===== src/rtl/core/pdbf_sqrt.sv =====
// Pipelined integer square root of a 64-bit value, one root bit per stage.
// No package dependencies.
`default_nettype none

module pdbf_sqrt (
    input  logic        i_clk,
    input  logic [63:0] i_rad,
    output logic [31:0] o_root
);

    localparam int STEPS = 32;

    logic [33:0] r_rem  [1:STEPS];
    logic [31:0] r_root [1:STEPS];
    logic [63:0] r_rad  [1:STEPS];

    logic [33:0] n_rem  [1:STEPS];
    logic [31:0] n_root [1:STEPS];
    logic [63:0] n_rad  [1:STEPS];

    always_comb begin
        logic [33:0] rem;
        logic [31:0] root;
        logic [63:0] rad;
        logic [35:0] t;
        logic [35:0] trial;
        logic [35:0] diff;
        for (int k = 1; k <= STEPS; k++) begin
            if (k == 1) begin
                rem  = '0;
                root = '0;
                rad  = i_rad;
            end else begin
                rem  = r_rem[k-1];
                root = r_root[k-1];
                rad  = r_rad[k-1];
            end
            t     = {rem, rad[63:62]};
            trial = {2'b00, root, 2'b01};
            diff  = t - trial;
            if (t >= trial) begin
                n_rem[k]  = diff[33:0];
                n_root[k] = {root[30:0], 1'b1};
            end else begin
                n_rem[k]  = t[33:0];
                n_root[k] = {root[30:0], 1'b0};
            end
            n_rad[k] = {rad[61:0], 2'b00};
        end
    end

    always_ff @(posedge i_clk) begin
        for (int k = 1; k <= STEPS; k++) begin
            r_rem[k]  <= n_rem[k];
            r_root[k] <= n_root[k];
            r_rad[k]  <= n_rad[k];
        end
    end

    assign o_root = r_root[STEPS];

endmodule

`default_nettype wire


===== config.mk =====
export PLATFORM = sky130hd
export DESIGN_NAME = pdbf_sqrt
export DESIGN_NICKNAME = d
export VERILOG_FILES = /design/src/rtl/core/pdbf_sqrt.sv
export SDC_FILE = /design/constraint.sdc
export NUM_CORES = 2
export LEC_CHECK = 0
export BUFFER_PORTS_ARGS = -buffer_cell sky130_fd_sc_hd__buf_4
export CAP_MARGIN = 20
export CELL_PAD_IN_SITES_DETAIL_PLACEMENT = 1
export CELL_PAD_IN_SITES_GLOBAL_PLACEMENT = 2
export CORE_ASPECT_RATIO = 0.8
export CORE_MARGIN = 1.5
export CORE_UTILIZATION = 45
export DETAILED_ROUTE_END_ITERATION = 6
export HOLD_SLACK_MARGIN = 0.08
export PLACE_DENSITY_LB_ADDON = 0.1
export SLEW_MARGIN = 20
export SYNTH_ARGS = -nofsm -noshare
export SYNTH_HDL_FRONTEND = slang
export SYNTH_MEMORY_MAX_BITS = 65536
export SYNTH_SLANG_ARGS = --single-unit

===== constraint.sdc =====
create_clock -name i_clk -period 11.6 [get_ports i_clk]
set_clock_uncertainty 0.15 [all_clocks]
set_input_delay 1.16 -clock i_clk [delete_from_list [all_inputs] [get_ports i_clk]]
set_output_delay 1.16 -clock i_clk [all_outputs]
set_load 0.01 [all_outputs]

==> impl_metrics.yaml <==
worst_setup_path:
  end_kind: "register"
  path_cells: "or3_1, or2_1, or4_1, or4_4, nand2b_4, or4_4, nor3_4, or4_1, nor4_1, xor2_1"
  crit_family: "simple AND/OR/NAND/NOR gates"
  startpoint_type: "register"
  slowest_delay_ns: 0.77
  cp.required_ns: 12.20
  crit_type: "register to register"
  slowest_stage: "nor3_4"
  cp.arrival_ns: 5.13
  worst-path-stages: 10
  r2r_cells: 10
  cp_num_buf_inv: 0
  cp_max_fo: 27
status:
  outcome: "finished clean"
floorplan:
  rows: 147
  initial_core_util_pct: 45.5
  io-pin-count: 97
  die-area_um2: 206000
  core_area_um2: 202000
  dieHeight_um: 407
  dieWidth_um: 508
cts:
  cts_max_path_buffers: 3
  clk_latency_ns: 0.89
  cts.sinks: 2523
  cts-root-buf: "clkbuf_16"
  cts_buffers: 235
  ctsHoldBuffers: 0
  postCtsSetupRepairBufs: 0
  clkSlewWorstSetupHoldPaths_ns: 0.07
  cts_tree: "done"
  cts_max_level: 4
  ctsResizeCount: 0
synthesis:
  synth_nets: 9639
  synth_seq_cells: 2523
  yosysTopAreaCell: "dfxtp_1"
  netlist_top_cells_area: "dfxtp_1 (55%), ha_1 (7.7%), xor2_1 (4.4%)"
  synth-edff-count: 0
  synthDistinctLibCells: 89
  synthArstFlopShare_pct: 0
  syn_area_um2: 91700
  ys_dominant_reg_cell: "dfxtp_1"
  synth_top_area_share_pct: 55.1
  synth_cells: 9012
  syn_area_per_cell_um2: 10.2
  yosys_warnings: 0
  yosysSeqAreaShare_pct: 55.1
drt:
  first_pass_iters: 5
  routedWlPerCell_um: 18.3
  ant_nets: 0
  via_per_inst: 5.18
  vias: 62600
  drcViolationCount: 0
  wl_um: 221000
  drt_iter0_markers: 3357
layout:
  multi_input_area_um2: 37900
  final-seq-area_um2: 50500
  final_common_cell: "dfxtp_1"
  fill_cells: 22000
  final_cells: 12100
  final_nets: 9837
  final_cell_mix: "dfxtp_1 (2523), inv_1 (731), nand2_1 (675)"
  final_layout_size_suffix_gt1_share_pct: 6.99
  area_growth_pct: 13.5
timing:
  slew_headroom_pct: 25.5
  rsz0062_at_grt: "false"
  setup_ws_ns: 7.07
  fin_crit_ns: 4.53
  hold_viol: 0
  timing.fmax_mhz: 221
  setup_viol: 0
  timing.setup.tns_ns: 0
  tightest_slew_ns: 1.10
  finalCritPeriodShare_pct: 39.1
  slew_violations: 0
power:
  powerDensity_nw_per_um2: 220
  vdd_drop_max_uv: 246
  power.static_leakage_nw: 48.7
global_route:
  grt_pass1_vias: 65400
  grt_pass1_wl_um: 355000
  track_usage_pct: 21.4
  gr-total-overflow: 0
  antenna_found_initial: 8
  grt_max_degree: 61
min_path:
  hold_depth: 0
  min_path_type: "register to register"
placement:
  hpwlAfterDp_um: 168000
  dp_cells: 11700
  dpl_worst_slack_ns: 7.13
  gp_congestion: 0.875
  io_buffers: 96
flow_run:
  max_cap_violations: 0
[Yosys cell counts, drive strengths merged (10+ instances only)]
master and n:
o21bai 42, nor2 479, a21boi 22, nand2 676, a2111oi 17, a211o 15
or2 31, nand4b 10, xnor2 388, nor4b 12, nor2b 74, a211oi 49
nand3b 23, nor3b 19, ha 562, o211ai 30, dfxtp 2523, clkbuf 138
or3 93, nand4 105, nor3 222, or4 60, o21ai 540, inv 732
o2111ai 19, o21a 84, and2 36, mux2i 14, a21o 263, nand3 157
buf 22, o41ai 10, nand2b 102, mux2 46, and3 56, a31oi 48
xor2 456, a311oi 10, nor4 132, a221oi 16, a31o 16, o31ai 62
and4 15, a21oi 492
[worst reg2reg max path, cell delays in order, from the launching register on]
cell      delay (ns)
dfxtp_1         0.34
or3_1           0.45
or2_1           0.32
or4_1           0.48
or4_4           0.49
nand2b_4        0.18
or4_4           0.46
nor3_4          0.78
or4_1           0.48
nor4_1          0.11
xor2_1          0.17
[final cells by class]
cell class | instances | share of cell area (%)
well taps | 2682 | 3.23
diodes | 3 | 0.00722
clock buffers | 297 | 6.13
clock inverters | 141 | 2.11
flip-flops and latches | 2523 | 48.6
multi-input cells | 5596 | 36.5
repair buffers | 121 | 0.873
inverters | 733 | 2.65
[flip-flops by register name, indices dropped and copies added, names as in the netlist]
signal and count:
r_rem 1003, r_rad 992, r_root 528
[kinds of logic after synthesis]
kind of cell	after synthesis	synth area share, %
xor+xnor	844	8.06
buf+inv	893	3.67
other cells	1	0.00409
fa+ha+maj	562	7.67
mux	60	0.718
compound gates	1806	12.2
simple gates	2323	12.5
flops	2523	55.1
[where the power goes]
part	leakage, nW	internal [mW]	switching [mW]
combinational	23.5	1.52	1.93
clock	4.07	4.81	3.46
sequential	21.1	10.1	1.13
total	48.7	16.4	6.51
[path summary, 6_finish.rpt]
path	start	endpoint	slack, ns
min reg2reg	r_rad[0][1542]	r_rad[0][1606]	0.12
max reg2reg	r_rem[0][387]	r_rem[0][427]	7.07
min	r_rad[0][1542]	r_rad[0][1606]	0.12
max	r_rem[0][387]	r_rem[0][427]	7.07
[stage by stage]
stage	hold WS [ns]	power (mW)	cell area (um2)	util (%)
after floorplan	0.160	13.6	91700	-
after global placement	0.160	14.7	95400	47.3
after detailed placement	0.163	14.8	95400	47.3
after CTS	0.119	23.2	104000	51.6
after global routing	0.124	24.1	104000	51.6
final	0.123	22.9	104000	51.6
[layer usage]
metal | vias up | wire [um] | GRT usage (%)
met5 | - | 13 | 0
met4 | 2 | 4780 | 5.25
met3 | 312 | 8370 | 3.19
met2 | 856 | 100000 | 35.1
met1 | 30200 | 108000 | 29.6
li1 | 31200 | - | -
(Power assumes the default switching activity.)
